--- src/design/ps2mt_pkg.sv ---
package ps2mt_pkg;

    // field widths fixed by the packet format and the register map
    localparam int POS_WIDTH_DEF = 15;
    localparam int CFG_DATA_W    = 15;
    localparam int CFG_IDX_W     = 4;
    localparam int BYTE_W        = 8;
    localparam int BTN_W         = 3;
    localparam int DELTA_W       = 9;

    // reset values
    localparam int RESET_POS     = 320;
    localparam int RESET_X_MAX   = 639;
    localparam int RESET_Y_MAX   = 399;

    // status byte layout
    localparam int SIGN_X_BIT    = 4;
    localparam int SIGN_Y_BIT    = 5;
    localparam int OVF_X_BIT     = 6;
    localparam int OVF_Y_BIT     = 7;

    // request kinds
    localparam logic REQ_BYTE = 1'b0;
    localparam logic REQ_SET  = 1'b1;

    // register indexes
    localparam logic [CFG_IDX_W-1:0] CFG_X_MIN = CFG_IDX_W'(0);
    localparam logic [CFG_IDX_W-1:0] CFG_Y_MIN = CFG_IDX_W'(1);
    localparam logic [CFG_IDX_W-1:0] CFG_X_MAX = CFG_IDX_W'(2);
    localparam logic [CFG_IDX_W-1:0] CFG_Y_MAX = CFG_IDX_W'(3);

    // position of the next byte within a packet
    typedef enum logic [1:0] {
        PH_STATUS = 2'd0,
        PH_DX     = 2'd1,
        PH_DY     = 2'd2
    } t_phase;

    // packet assembly state
    typedef struct packed {
        t_phase              phase;
        logic [BYTE_W-1:0]   status;
        logic [BYTE_W-1:0]   dx;
        logic [BTN_W-1:0]    buttons;
    } t_pkt_state;

endpackage

--- src/design/ps2mt_update.sv ---
module ps2mt_update #(
    parameter int POS_WIDTH = ps2mt_pkg::POS_WIDTH_DEF
) (
    input  logic                          i_req_type,
    input  logic [ps2mt_pkg::BYTE_W-1:0]  i_rx_byte,
    input  logic [POS_WIDTH-1:0]          i_set_x,
    input  logic [POS_WIDTH-1:0]          i_set_y,
    input  ps2mt_pkg::t_pkt_state         i_pkt,
    input  logic [POS_WIDTH-1:0]          i_x,
    input  logic [POS_WIDTH-1:0]          i_y,
    input  logic [POS_WIDTH-1:0]          i_x_min,
    input  logic [POS_WIDTH-1:0]          i_y_min,
    input  logic [POS_WIDTH-1:0]          i_x_max,
    input  logic [POS_WIDTH-1:0]          i_y_max,
    output ps2mt_pkg::t_pkt_state         o_pkt,
    output logic [POS_WIDTH-1:0]          o_x,
    output logic [POS_WIDTH-1:0]          o_y,
    output logic                          o_done
);
    import ps2mt_pkg::*;

    localparam int SUM_W = POS_WIDTH + 2;

    localparam logic [DELTA_W-1:0] sd256 = DELTA_W'(256);
    localparam logic [DELTA_W-1:0] sd255 = DELTA_W'(255);

    // 9-bit delta with overflow saturation
    function automatic logic signed [DELTA_W-1:0] delta_of(
        input logic sgn,
        input logic ovf,
        input logic [BYTE_W-1:0] raw
    );
        logic signed [DELTA_W-1:0] d;
        if (ovf) begin
            d = sgn ? -DELTA_W'(sd256) : DELTA_W'(sd255);
        end else begin
            d = signed'({sgn, raw});
        end
        return d;
    endfunction

    // raise to the minimum first, then lower to the maximum
    function automatic logic [POS_WIDTH-1:0] move_clamp(
        input logic [POS_WIDTH-1:0]       pos,
        input logic signed [DELTA_W-1:0]  d,
        input logic [POS_WIDTH-1:0]       lo,
        input logic [POS_WIDTH-1:0]       hi
    );
        logic signed [SUM_W-1:0] v;
        logic signed [SUM_W-1:0] l;
        logic signed [SUM_W-1:0] h;
        v = signed'({2'b00, pos}) + SUM_W'(d);
        l = signed'({2'b00, lo});
        h = signed'({2'b00, hi});
        if (v < l) v = l;
        if (v > h) v = h;
        return v[POS_WIDTH-1:0];
    endfunction

    logic signed [DELTA_W-1:0] w_dx;
    logic signed [DELTA_W-1:0] w_dy;

    assign w_dx = delta_of(i_pkt.status[SIGN_X_BIT], i_pkt.status[OVF_X_BIT], i_pkt.dx);
    assign w_dy = delta_of(i_pkt.status[SIGN_Y_BIT], i_pkt.status[OVF_Y_BIT], i_rx_byte);

    // byte phase, held bytes, buttons and position
    always_comb begin
        o_pkt  = i_pkt;
        o_x    = i_x;
        o_y    = i_y;
        o_done = 1'b0;
        if (i_req_type == REQ_SET) begin
            o_x = i_set_x;
            o_y = i_set_y;
        end else begin
            unique case (i_pkt.phase)
                PH_DX: begin
                    o_pkt.dx    = i_rx_byte;
                    o_pkt.phase = PH_DY;
                end
                PH_DY: begin
                    o_pkt.buttons = i_pkt.status[BTN_W-1:0];
                    o_pkt.phase   = PH_STATUS;
                    o_x    = move_clamp(i_x, w_dx, i_x_min, i_x_max);
                    o_y    = move_clamp(i_y, w_dy, i_y_min, i_y_max);
                    o_done = 1'b1;
                end
                default: begin
                    // status byte, also taken for the unused phase code
                    o_pkt.status = i_rx_byte;
                    o_pkt.phase  = PH_DX;
                end
            endcase
        end
    end

endmodule

--- src/design/ps2_mouse_packet_tracker.sv ---
// ps2 mouse packet tracker
// input channel (i_in_valid / o_in_ready): one transaction per mouse byte
// or per direct position load, selected by i_req_type
// output channel (o_out_valid / i_out_ready): exactly one transaction per
// input transaction, carrying pointer position, buttons and a flag that
// is set when the byte closed a three-byte packet
// config channel (i_cfg_valid / o_cfg_ready): always ready, writes one of
// the four bounding box registers; unknown indexes are dropped
//
// an input result is registered in the result register, or first in the
// skid register while that is held; throughput: one transaction per cycle
// unless the skid register is full, set by the combinational delta add/clamp
//
// the output side has a result register plus a skid register, so one more
// transaction is taken while a result waits; o_in_ready falls only when
// both hold results that the receiver has not taken
//
// reset (synchronous, active low) empties the output stage, restarts
// packet framing at the status byte, puts the pointer at 320,320 and loads
// the default box 0..639 by 0..399
module ps2_mouse_packet_tracker #(
    parameter int POS_WIDTH = ps2mt_pkg::POS_WIDTH_DEF
) (
    input  logic                              i_clk,
    input  logic                              i_rst_n,
    // input transactions
    input  logic                              i_in_valid,
    output logic                              o_in_ready,
    input  logic                              i_req_type,
    input  logic [ps2mt_pkg::BYTE_W-1:0]      i_rx_byte,
    input  logic [POS_WIDTH-1:0]              i_set_x,
    input  logic [POS_WIDTH-1:0]              i_set_y,
    // result transactions
    output logic                              o_out_valid,
    input  logic                              i_out_ready,
    output logic [POS_WIDTH-1:0]              o_pos_x,
    output logic [POS_WIDTH-1:0]              o_pos_y,
    output logic [ps2mt_pkg::BTN_W-1:0]       o_button_bits,
    output logic                              o_packet_done,
    // register writes
    input  logic                              i_cfg_valid,
    output logic                              o_cfg_ready,
    input  logic [ps2mt_pkg::CFG_IDX_W-1:0]   i_cfg_index,
    input  logic [ps2mt_pkg::CFG_DATA_W-1:0]  i_cfg_data
);
    import ps2mt_pkg::*;

    // bounding box registers
    logic [POS_WIDTH-1:0] r_x_min, r_y_min, r_x_max, r_y_max;

    // tracker state
    t_pkt_state           r_pkt, n_pkt;
    logic [POS_WIDTH-1:0] r_x, r_y, n_x, n_y;
    logic                 n_done;

    // output stage: result register and skid register
    logic                 r_out_valid, n_out_valid;
    logic                 r_skid_valid, n_skid_valid;
    logic [POS_WIDTH-1:0] r_out_x, r_out_y, r_skid_x, r_skid_y;
    logic [BTN_W-1:0]     r_out_btn, r_skid_btn;
    logic                 r_out_done, r_skid_done;

    logic w_in_acc, w_out_acc, w_cfg_acc, w_main_free;
    logic w_load_new, w_load_skid, w_fill_skid;

    assign o_cfg_ready = 1'b1;
    assign w_cfg_acc   = i_cfg_valid & o_cfg_ready;

    // the skid register being full is the only back-pressure
    assign o_in_ready  = ~r_skid_valid;
    assign w_in_acc    = i_in_valid & o_in_ready;
    assign w_out_acc   = r_out_valid & i_out_ready;

    ps2mt_update #(
        .POS_WIDTH (POS_WIDTH)
    ) u_update (
        .i_req_type (i_req_type),
        .i_rx_byte  (i_rx_byte),
        .i_set_x    (i_set_x),
        .i_set_y    (i_set_y),
        .i_pkt      (r_pkt),
        .i_x        (r_x),
        .i_y        (r_y),
        .i_x_min    (r_x_min),
        .i_y_min    (r_y_min),
        .i_x_max    (r_x_max),
        .i_y_max    (r_y_max),
        .o_pkt      (n_pkt),
        .o_x        (n_x),
        .o_y        (n_y),
        .o_done     (n_done)
    );

    // register writes, upper data bits dropped when positions are narrower
    always_ff @(posedge i_clk) begin
        if (!i_rst_n) begin
            r_x_min <= '0;
            r_y_min <= '0;
            r_x_max <= POS_WIDTH'(RESET_X_MAX);
            r_y_max <= POS_WIDTH'(RESET_Y_MAX);
        end else if (w_cfg_acc) begin
            unique case (i_cfg_index)
                CFG_X_MIN: r_x_min <= i_cfg_data[POS_WIDTH-1:0];
                CFG_Y_MIN: r_y_min <= i_cfg_data[POS_WIDTH-1:0];
                CFG_X_MAX: r_x_max <= i_cfg_data[POS_WIDTH-1:0];
                CFG_Y_MAX: r_y_max <= i_cfg_data[POS_WIDTH-1:0];
                default: ;
            endcase
        end
    end

    // tracker state moves on every accepted transaction
    always_ff @(posedge i_clk) begin
        if (!i_rst_n) begin
            r_pkt <= '{phase: PH_STATUS, status: '0, dx: '0, buttons: '0};
            r_x   <= POS_WIDTH'(RESET_POS);
            r_y   <= POS_WIDTH'(RESET_POS);
        end else if (w_in_acc) begin
            r_pkt <= n_pkt;
            r_x   <= n_x;
            r_y   <= n_y;
        end
    end

    // output stage steering
    assign w_main_free = ~r_out_valid | w_out_acc;
    assign w_load_skid = w_main_free & r_skid_valid;
    assign w_load_new  = w_main_free & ~r_skid_valid & w_in_acc;
    assign w_fill_skid = ~w_main_free & w_in_acc;

    always_comb begin
        n_out_valid  = r_out_valid;
        n_skid_valid = r_skid_valid;
        if (w_main_free) begin
            n_out_valid = r_skid_valid | w_in_acc;
        end
        if (w_load_skid) begin
            n_skid_valid = 1'b0;
        end else if (w_fill_skid) begin
            n_skid_valid = 1'b1;
        end
    end

    always_ff @(posedge i_clk) begin
        if (!i_rst_n) begin
            r_out_valid  <= 1'b0;
            r_skid_valid <= 1'b0;
        end else begin
            r_out_valid  <= n_out_valid;
            r_skid_valid <= n_skid_valid;
        end
    end

    // payload, no reset needed
    always_ff @(posedge i_clk) begin
        if (w_load_skid) begin
            r_out_x    <= r_skid_x;
            r_out_y    <= r_skid_y;
            r_out_btn  <= r_skid_btn;
            r_out_done <= r_skid_done;
        end else if (w_load_new) begin
            r_out_x    <= n_x;
            r_out_y    <= n_y;
            r_out_btn  <= n_pkt.buttons;
            r_out_done <= n_done;
        end
        if (w_fill_skid) begin
            r_skid_x    <= n_x;
            r_skid_y    <= n_y;
            r_skid_btn  <= n_pkt.buttons;
            r_skid_done <= n_done;
        end
    end

    assign o_out_valid   = r_out_valid;
    assign o_pos_x       = r_out_x;
    assign o_pos_y       = r_out_y;
    assign o_button_bits = r_out_btn;
    assign o_packet_done = r_out_done;

    // skid register never holds a result ahead of an empty result register
    a_skid_behind_main: assert property (@(posedge i_clk) disable iff (!i_rst_n)
        r_skid_valid |-> r_out_valid)
        else $error("skid register full while result register empty");

    // back-pressure only when a result is waiting
    a_stall_has_result: assert property (@(posedge i_clk) disable iff (!i_rst_n)
        !o_in_ready |-> o_out_valid)
        else $error("input stalled with no result pending");

    // a direct load lands in the position registers unchanged
    a_set_loads: assert property (@(posedge i_clk) disable iff (!i_rst_n)
        (w_in_acc && i_req_type == REQ_SET) |=> (r_x == $past(i_set_x) && r_y == $past(i_set_y)))
        else $error("direct position load not taken");

    // a completed packet leaves x inside a proper box
    a_clamp_x: assert property (@(posedge i_clk) disable iff (!i_rst_n)
        (w_in_acc && n_done && r_x_min <= r_x_max) |-> (n_x >= r_x_min && n_x <= r_x_max))
        else $error("pointer x outside bounding box");

    // a completed packet leaves y inside a proper box
    a_clamp_y: assert property (@(posedge i_clk) disable iff (!i_rst_n)
        (w_in_acc && n_done && r_y_min <= r_y_max) |-> (n_y >= r_y_min && n_y <= r_y_max))
        else $error("pointer y outside bounding box");

endmodule
--- config.mk ---
export PLATFORM = sky130hd
export DESIGN_NAME = ps2_mouse_packet_tracker
export DESIGN_NICKNAME = d
export VERILOG_FILES = /design/src/design/ps2mt_pkg.sv /design/src/design/ps2mt_update.sv /design/src/design/ps2_mouse_packet_tracker.sv
export SDC_FILE = /design/constraint.sdc
export NUM_CORES = 1
export LEC_CHECK = 0
export BUFFER_PORTS_ARGS = -buffer_cell sky130_fd_sc_hd__buf_2
export CAP_MARGIN = 15
export CELL_PAD_IN_SITES_DETAIL_PLACEMENT = 0
export CELL_PAD_IN_SITES_GLOBAL_PLACEMENT = 2
export CORE_MARGIN = 1
export CORE_UTILIZATION = 37
export DETAILED_ROUTE_END_ITERATION = 7
export PLACE_DENSITY_LB_ADDON = 0.1
export SYNTH_ARGS = -nofsm -noshare
export SYNTH_HDL_FRONTEND = slang
export SYNTH_SLANG_ARGS = --single-unit
--- constraint.sdc ---
create_clock -name i_clk -period 8.05 [get_ports i_clk]
set_clock_uncertainty 0.15 [all_clocks]
set_input_delay 0.4025 -clock i_clk [delete_from_list [all_inputs] [get_ports i_clk]]
set_output_delay 0.4025 -clock i_clk [all_outputs]
set_load 0.02 [all_outputs]
# Word-level counts from Yosys, hierarchy flattened
# Cells that the tools add are included.
word_totals:
  ff_bits: 181
  in_bits: 63
  elab_cells: 85
  out_inout_bits: 37
classes:
  n_bitwise: 14
  n_lt_le_gt_ge: 4
  n_mux: 29
  n_eq_ne: 5
  reduce_logical: 11
  n_addsub: 2
op_table:
  columns: ["cell", "count"]
  rows:
  - ["$mux W15", 10]
  - ["$mux W17", 6]
  - ["$mux W9", 4]
  - ["$add A16 B9 Y17", 2]
  - ["$gt A17 B16 Y1", 2]
  - ["$lt A17 B16 Y1", 2]
  - ["$mux W3", 4]
  - ["$reduce_and A2 Y1", 5]
  - ["$eq A4 B2 Y1 const B", 2]
  - ["$and A1 B1 Y1", 6]
  - ["$not A1 Y1", 6]
  - ["$reduce_and A3 Y1", 2]
  - ["$eq A4 B1 Y1 const B", 1]
  - ["$logic_not A4 Y1", 1]
  - ["$mux W1", 4]
  - ["$pmux W2 S2", 1]
  - ["$reduce_or A2 Y1", 2]
  - ["$eq A2 B1 Y1 const B", 1]
  - ["$eq A2 B2 Y1 const B", 1]
  - ["$or A1 B1 Y1", 2]
  - ["$reduce_bool A2 Y1", 1]

# Logic depth before layout (Yosys ltp)
# Gate-level depths: netlist (run 1).
depth:
  word_depth: 13
  ltp_mapped: 36
  mapped_depth_nobuf: 32

# By module
# Synthesis (run 1) repeated with hierarchy kept, for this count alone.
unflattened:
  hier_cells: 1228
  area_unflattened_um2: 11328.4
modules_own_cells:
  columns: ["module", "area_per_inst_um2", "cells_each", "n_inst", "seq_area_each_um2"]
  rows:
  - ["ps2_mouse_packet_tracker", 6735.2, 574, 1, 4304.1]
  - ["ps2mt_update", 4593.2, 654, 1, 0.0]

# Worst setup path after synthesis (run 1)
# Ideal clock, no wire load.
synth_path:
  kind: "register to register"
  start: "register r_pkt[16] in the netlist's numbering"
  end: "register r_out_y[9] (netlist: o_pos_y[9]) (data pin)"
  arrival_time_ns: 6.605
  setup_slack_ns: 1.035
  path_stages_with_launch: 32
  n_path_buf: 2
  path_cell_list: "dfxtp_1 nand2_1 o21a_1 ha_1 inv_1 fa_1 nand2b_1 a2111oi_2 nor3_1 xnor2_1 ha_1 a21o_1 a21oi_1 nor2b_1 o21ai_0 nand2b_1 a21oi_1 nand3_1 a211oi_1 ha_1 clkbuf_1 buf_1 o31ai_1 ha_1 a211o_1 a21oi_1 o2111ai_1 a211oi_1 or3_1 nand2_1 a311o_1 mux2_2"
synth_via:
  elab_chain_len: 13
synth_lines:
  columns: ["element", "line", "source"]
  rows:
  - ["start: declaration", "ps2_mouse_packet_tracker.sv:52", "t_pkt_state r_pkt, n_pkt;"]
  - ["start signal: assignment", "ps2_mouse_packet_tracker.sv:115", "r_pkt <= '{phase: PH_STATUS, status: '0, dx: '0, buttons: '0};"]
  - ["start signal: assignment", "ps2_mouse_packet_tracker.sv:119", "r_pkt <= n_pkt;"]
  - ["$mux W9", "ps2mt_update.sv:35", "d = sgn ? -DELTA_W'(sd256) : DELTA_W'(sd255);"]
  - ["$mux W9 *", "ps2mt_update.sv:34", "if (ovf) begin"]
  - ["$add A16 B9 Y17 *", "ps2mt_update.sv:52", "v = signed'({2'b00, pos}) + SUM_W'(d);"]
  - ["$lt A17 B16 Y1", "ps2mt_update.sv:55", "if (v < l) v = l;"]
  - ["$mux W17 *", "ps2mt_update.sv:55", null]
  - ["$mux W17 *", "ps2mt_update.sv:76", "unique case (i_pkt.phase)"]
  - ["$mux W17 *", "ps2mt_update.sv:72", "if (i_req_type == REQ_SET) begin"]
  - ["$gt A17 B16 Y1", "ps2mt_update.sv:56", "if (v > h) v = h;"]
  - ["$mux W15 *", "ps2mt_update.sv:56", null]
  - ["$mux W15 *", "ps2mt_update.sv:76", null]
  - ["$mux W15 *", "ps2mt_update.sv:72", null]
  - ["named net n_y[9]", "ps2_mouse_packet_tracker.sv:53", "logic [POS_WIDTH-1:0] r_x, r_y, n_x, n_y;"]
  - ["$mux W15 *", "ps2_mouse_packet_tracker.sv:161", "end else if (w_load_new) begin"]
  - ["$mux W15 *", "ps2_mouse_packet_tracker.sv:156", "if (w_load_skid) begin"]
  - ["end signal: assignment", "ps2_mouse_packet_tracker.sv:158", "r_out_y <= r_skid_y;"]
  - ["end signal: assignment", "ps2_mouse_packet_tracker.sv:163", "r_out_y <= n_y;"]
  - ["end: declaration", "ps2_mouse_packet_tracker.sv:59", "logic [POS_WIDTH-1:0] r_out_x, r_out_y, r_skid_x, r_skid_y;"]
# The timed path passes the listed nets; every way through them passes the cells marked *. The select of a mux whose other input is x is not followed.
# A chain may end at the register's enable or synchronous reset.

# Final worst setup path (run 1)
layout_path:
  start: "register r_pkt[17] in the netlist's numbering"
  end: "register r_out_x[8] (netlist: o_pos_x[8]) (data pin)"
layout_via:
  elab_chain_len: 12
layout_lines:
  columns: ["element", "line", "source"]
  rows:
  - ["$mux W9 *", "ps2mt_update.sv:34", null]
  - ["$add A16 B9 Y17 *", "ps2mt_update.sv:52", null]
  - ["$lt A17 B16 Y1", "ps2mt_update.sv:55", null]
  - ["$mux W17 *", "ps2mt_update.sv:55", null]
  - ["$mux W17 *", "ps2mt_update.sv:76", null]
  - ["$mux W17 *", "ps2mt_update.sv:72", null]
  - ["$gt A17 B16 Y1", "ps2mt_update.sv:56", null]
  - ["$mux W15 *", "ps2mt_update.sv:56", null]
  - ["$mux W15 *", "ps2mt_update.sv:76", null]
  - ["$mux W15 *", "ps2mt_update.sv:72", null]
  - ["$mux W15 *", "ps2_mouse_packet_tracker.sv:161", null]
  - ["$mux W15 *", "ps2_mouse_packet_tracker.sv:156", null]
  - ["end signal: assignment", "ps2_mouse_packet_tracker.sv:157", "r_out_x <= r_skid_x;"]
  - ["end signal: assignment", "ps2_mouse_packet_tracker.sv:162", "r_out_x <= n_x;"]
  - ["end: declaration", "ps2_mouse_packet_tracker.sv:59", null]
# Every way passes the cells marked *; elsewhere a longest branch is shown, timed or not. The select of a mux whose other input is x is not followed.

==> impl_metrics.csv, run 1 <==
group,metric,value,unit
sta,slew_headroom,0.227,
sta,worst_pin_slew,1.16,ns
layout,final_common_cell,"nand2_1",
synth,synth_area_per_cell,8.60,um^2
sta,drv_slew,0,
sta,min_period_over_period,0.948,
synth,synthXorXnorAreaFrac,0.0177,
synth,synthCells,1320,
worst_setup_path,crit_top_cell,"a21oi_1",
hold_path,min_from,"i_cfg_data[0]",
synth,synth-simple-area-share,0.138,
worst_setup_path,reg2reg_slack,0.42,ns
layout,drive_above_1_share,0.155,
synth,synth_cell_type_count,70,
synth,synth_warnings,0,
synth,synth_top_family_by_area,"compound AO/OA/AOI/OAI gates",
cts,clk_path_buf_depth,2,
global_routing,grt_pass1_wl,60000,um
place,port_buffers,98,
place,gp_congestion,0.947,
floorplan,ioPinCount,100,
worst_setup_path,required,8.06,ns
cts,cts_made_buffers,17,
outcome,status,"completed",
synth,synth_compound_area_frac,0.251,
synth,synthFlopType,"dfxtp_1",
layout,fin_area,12900,um^2
worst_setup_path,rr_endpoint,"o_pos_x[8]",
worst_setup_path,critPathSlowestCell,"or3_2",
synth,asyncSetResetFlopFracSynth,0,
synth,mappedNetlistArea,11400,um^2
power,p_leak,5.17,nW
synth,synthAdderAreaFrac,0.107,
worst_setup_path,worstPathMaxFanout,14,
global_routing,grt_max_degree,70,
cts,clock_latency,0.45,ns
layout,instances_no_fill,1805,
drt,first_iter_violations,878,
worst_setup_path,rr_worst_depth,32,
cts,cts_tree,"done",
layout,antenna_cells,0,
cts,path_clk_slew,0.08,ns
worst_setup_path,crit_start,"r_pkt[17]",
sta,fin_ws,0.416,ns
worst_setup_path,cp-end-kind,"register",
global_routing,grt_pass1_vias,9342,
drt,drt_pass1_iterations,5,
cts,cts_hold_buf,0,
synth,synth_edf_count,68,
flow_run,cap_viol_max_count,0,
place,place_ws,0.360,ns
place,place_hpwl,30500,um
floorplan,die_h,177,um
synth,synth_fp_nets,1479,
drt,detail_route.wl_per_cell,22.2,um
sta,fmax,0.131,GHz
cts,cts-root-buf,"clkbuf_16",
sta,setup-tns-final,0,ns
synth,synth.mux.area_fraction,0.0539,
floorplan,fp.dieW,177,um
worst_setup_path,slowest_delay,0.58,ns
sta,min_period,7.63,ns
drt,drc_errors,0,
worst_setup_path,timing.rr.start,"r_pkt[17]",
drt,viasPerCell,5.62,
sta,final_hold_viol_count,0,
layout,nNetsFinal,1561,
layout,area_growth,13.9,%
floorplan,die_area,31400,um^2
global_routing,antenna_found_initial,1,
power,power,2.94,mW
drt,drt-total-wl,40100,um
hold_path,hold_depth,3,
hold_path,hold_end,"r_y_max[0]",
worst_setup_path,path_class,"register to register",
floorplan,initial_core_util,0.379,
synth,ys_ff_latch,180,
worst_setup_path,critPathLaunchType,"register",
layout,fin_util,0.432,
power,p_per_area,228,nW/um^2
hold_path,hold_class,"input pin to register",
synth,ys_seq_area_frac,0.377,
sta,fin_hold_ws,0.0873,ns
cts,htreeDepth,4,
power,vdd_drop_max,0.141,mV
worst_setup_path,worstPathArrival,7.65,ns
sta,setup_violations,0,
drt,vias,10200,
global_routing,grt_overflow,0,
cts,cts_sinks,180,
place,placed_cell_area,12300,um^2
drt,final_antenna_net_count,0,
floorplan,rows,63,
global_routing,grt.total_usage,0.259,
layout,layout_common_cells,"152 x nand2_1, 139 x a21oi_1, 112 x dfxtp_1",
place,dp.cells,1768,
floorplan,core_area,30000,um^2
## routing by layer
layer | GRT usage | vias to the layer above | wire length (um)
li1 | - | 4973 | -
met1 | 0.415 | 4830 | 21000
met2 | 0.358 | 319 | 16100
met3 | 0.0337 | 27 | 2460
met4 | 0.0564 | 2 | 417
met5 | 0 | - | 11
## Yosys cell counts, types with 11 or more instances
| master | n | area [um^2] |
|---|---|---|
| mux2i_1 | 36 | 360 |
| ha_1 | 94 | 1180 |
| a31oi_1 | 25 | 156 |
| a21oi_1 | 139 | 696 |
| nor2b_1 | 11 | 68.8 |
| mux2_2 | 21 | 236 |
| o211ai_1 | 35 | 263 |
| nand3_1 | 22 | 110 |
| dfxtp_1 | 112 | 2240 |
| nand2_1 | 153 | 574 |
| a211oi_1 | 17 | 128 |
| nor3_1 | 18 | 90.1 |
| o31ai_1 | 13 | 97.6 |
| inv_1 | 91 | 342 |
| clkbuf_1 | 48 | 180 |
| nand4_1 | 11 | 68.8 |
| a21o_1 | 15 | 113 |
| a22oi_1 | 14 | 105 |
| o21a_1 | 23 | 173 |
| edfxtp_1 | 68 | 2040 |
| o21ai_0 | 105 | 526 |
| nor2_1 | 106 | 398 |
| xnor2_1 | 15 | 131 |
## worst max path at each step
stage            endpoint  slack [ns]  cells past startpoint
3_3_place_gp   o_pos_y[6]        0.45                     31
5_1_grt        o_pos_y[8]       -0.15                     32
6_report       o_pos_x[8]        0.42                     32
4_1_cts        o_pos_y[6]        0.35                     31
3_5_place_dp   o_pos_y[6]        0.36                     31
2_1_floorplan  o_pos_y[9]        1.04                     31
## area by class of cell
class,instances,area [um^2]
inverter,92,349
timing repair buffer,128,716
clock inverter,14,139
fill,3045,17000
tap,390,488
sequential,180,4280
multi-input combinational,983,6500
clock buffer,18,450
## logic make-up after synthesis
logic type	Yosys count
mux	58
simple gates	356
other cells	1
xor+xnor	23
fa+ha+maj	96
compound gates	449
flops	180
buf+inv	157
## state kept, by name, indices dropped and copies added, names as in the netlist, 15 cells and up
| register | count |
|---|---|
| o_pos_y | 15 |
| r_x_min | 15 |
| r_skid_y | 15 |
| r_y_min | 15 |
| r_x_max | 15 |
| r_skid_x | 15 |
| r_y | 15 |
| o_pos_x | 15 |
| r_pkt | 20 |
| r_x | 15 |
| r_y_max | 15 |
## where the power goes
part           switching [mW]  total [mW]  internal [mW]
Clock                   0.435       0.867          0.431
Sequential             0.0244        1.01          0.989
Combinational           0.689        1.06          0.373
## timing repair
item                       4_1_cts  5_1_grt
setup endpoints to repair        0       59
gates resized for setup          0       11
setup buffers                    0        5
hold endpoints to repair         0        0
## worst max-delay path, delay by kind of cell, from the launching register on
| kind | cells | cell delay (ns) |
|---|---|---|
| fa+ha+maj | 5 | 1.54 |
| flops | 1 | 0.40 |
| simple gates | 8 | 1.55 |
| mux | 1 | 0.38 |
| compound gates | 14 | 2.71 |
| buf+inv | 3 | 0.36 |
| xor+xnor | 1 | 0.25 |
No activity file was read; power rests on OpenSTA's default activity.
==> inputs of run 2 (changes only) <==
--- a/config.mk
+++ b/config.mk
@@ -9,6 +9,7 @@
 export CAP_MARGIN = 15
 export CELL_PAD_IN_SITES_DETAIL_PLACEMENT = 0
 export CELL_PAD_IN_SITES_GLOBAL_PLACEMENT = 2
+export CORE_ASPECT_RATIO = 1.2
 export CORE_MARGIN = 1
 export CORE_UTILIZATION = 37
 export DETAILED_ROUTE_END_ITERATION = 7
==> run 2 against run 1 <==
  * Sequential power hardly changed
  * Global-route usage is 1.5 points lower
  * Cell count hardly changed
  * Via count hardly changed
  * Critical path depth is 2 lower
  * Design area hardly changed
  * Flip-flop and latch count stayed put
  * Hold slack worse by 0.011 ns
  * Utilization is 0.090 points higher
  * Clock-buffer cell count is 1 lower
  * Register-to-register slack better by 0.12 ns
  * First-iteration DRC count is 16% lower
  * Critical path type unchanged
  * Largest cell class unchanged
  * Largest power group unchanged
==> impl_metrics.csv, run 2 (synthesized netlist as in run 1, its figures left out) <==
group,metric,value,unit
layout,largest_reg_flops,20,
worst_setup_path,worstPathArrival,7.52,ns
layout,multi_input_area,6490,um^2
power,p_per_area,227,nW/um^2
hold_path,hold_class,"input pin to register",
drt,final_antenna_net_count,0,
sta,slew_headroom,0.215,
drt,drt_pass1_iterations,5,
layout,regMostFlops,"r_pkt",
worst_setup_path,cp-end-kind,"register",
layout,layout_common_cells,"152 x nand2_1, 138 x a21oi_1, 112 x dfxtp_1",
worst_setup_path,crit_top_cell,"a21oi_1",
outcome,status,"completed",
worst_setup_path,critPathSlowestCell,"o31ai_1",
layout,antenna_cells,0,
drt,first_iter_violations,737,
drt,detail_route.wl_per_cell,21.0,um
sta,min_period,7.51,ns
cts,cts_sinks,180,
sta,final_hold_viol_count,0,
layout,fillers,3129,
drt,vias,10100,
worst_setup_path,slowest_delay,0.60,ns
floorplan,die_area,31400,um^2
global_routing,grt_pass1_wl,57600,um
layout,seq_area,4280,um^2
drt,drc_errors,0,
floorplan,initial_core_util,0.380,
global_routing,antenna_found_initial,0,
layout,area_growth,13.8,%
cts,clock_latency,0.45,ns
cts,cts_made_buffers,17,
cts,cts_hold_buf,0,
flow_run,cap_viol_max_count,0,
floorplan,fp.dieW,162,um
place,place_ws,0.400,ns
power,p_leak,5.16,nW
drt,viasPerCell,5.62,
worst_setup_path,reg2reg_slack,0.54,ns
worst_setup_path,worstPathMaxFanout,14,
worst_setup_path,path_class,"register to register",
sta,setup-tns-final,0,ns
layout,drive_above_1_share,0.156,
sta,rsz0062_at_grt,"no",
place,port_buffers,98,
place,place_hpwl,29000,um
power,switching_power,1.12,mW
power,p_comb_frac,0.361,
sta,min_period_over_period,0.933,
cts,cts_tree,"done",
floorplan,die_h,194,um
layout,nNetsFinal,1562,
sta,fin_ws,0.539,ns
global_routing,grt_max_degree,82,
layout,final_common_cell,"nand2_1",
sta,drv_slew,0,
floorplan,rows,69,
sta,setup_violations,0,
power,clkPwrFrac,0.293,
place,gp_congestion,0.898,
global_routing,grt_overflow,0,
cts,htreeDepth,4,
power,switching_share,0.383,
cts,cts-root-buf,"clkbuf_16",
power,internal-power,1.81,mW
sta,worst_pin_slew,1.18,ns
sta,fmax,0.133,GHz
power,pwr-share-seq,0.346,
power,vdd_drop_max,0.115,mV
worst_setup_path,required,8.06,ns
global_routing,grt_pass1_vias,9267,
floorplan,ioPinCount,100,
drt,drt-total-wl,38000,um
global_routing,grt.total_usage,0.244,
cts,clk_path_buf_depth,2,
cts,path_clk_slew,0.07,ns
worst_setup_path,critPathLaunchType,"register",
floorplan,core_area,29900,um^2
## run 2: layout make-up
type	instances	share of cell area
Multi-Input combinational cell	983	0.502
Sequential cell	180	0.332
Timing Repair Buffer	129	0.0563
Tap cell	390	0.0378
Clock buffer	17	0.0329
Inverter	92	0.0270
Clock inverter	15	0.0122
## run 2: power groups by stage
stage	Sequential (mW)	Clock [mW]	Combinational (mW)
CTS	1.01	0.878	1.01
global placement	1.03	0	1.00
floorplan	1.05	0	0.684
finish	1.01	0.859	1.06
detailed placement	1.03	0	1.00
global route	1.02	0.905	1.16
## run 2: critical path: cells and delay by family, from the launching register on
| kind | cells | cell delay, ns |
|---|---|---|
| AOI/OAI and AO/OA | 15 | 3.24 |
| adders and majority gates | 5 | 1.61 |
| and+or+nand+nor | 8 | 1.49 |
| DFF | 1 | 0.40 |
| xor gates and xnor gates | 1 | 0.26 |
| buffers and inverters | 1 | 0.06 |
## run 2: metrics by stage
stage	power, mW	util	hold slack (ns)	instances	cell area, um^2
after detailed placement	2.04	0.410	0.300	1766	12200
final	2.93	0.432	0.0763	1806	12900
after CTS	2.90	0.429	0.0704	1798	12800
after floorplan	1.73	-	0.286	1320	11400
after global placement	2.04	0.410	0.294	1766	12200
after global routing	3.08	0.432	0.0793	1806	12900
## run 2: per-layer routing
layer / routed length [um] / GRT usage / part of all wire
met1: 19500 / 0.374 / 0.51
met4: 503 / 0.0545 / 0.013
met3: 1880 / 0.0327 / 0.050
met5: 0 / 0 / 0
met2: 16200 / 0.356 / 0.43
## run 2: worst paths after layout
check / startpoint / end / cells after the start
worst max-delay path: r_pkt[17] / o_pos_x[9] / 30
worst min-delay path: i_set_y[6] / r_y[6] / 3
worst max register to register: r_pkt[17] / o_pos_x[9] / 30
worst min register to register: r_y_max[6] / r_y_max[6] / 2
## run 2: timing repair
item	4_1_cts	5_1_grt
endpoints found under the setup margin	0	65
setup buffers	0	7
resized for setup	0	11
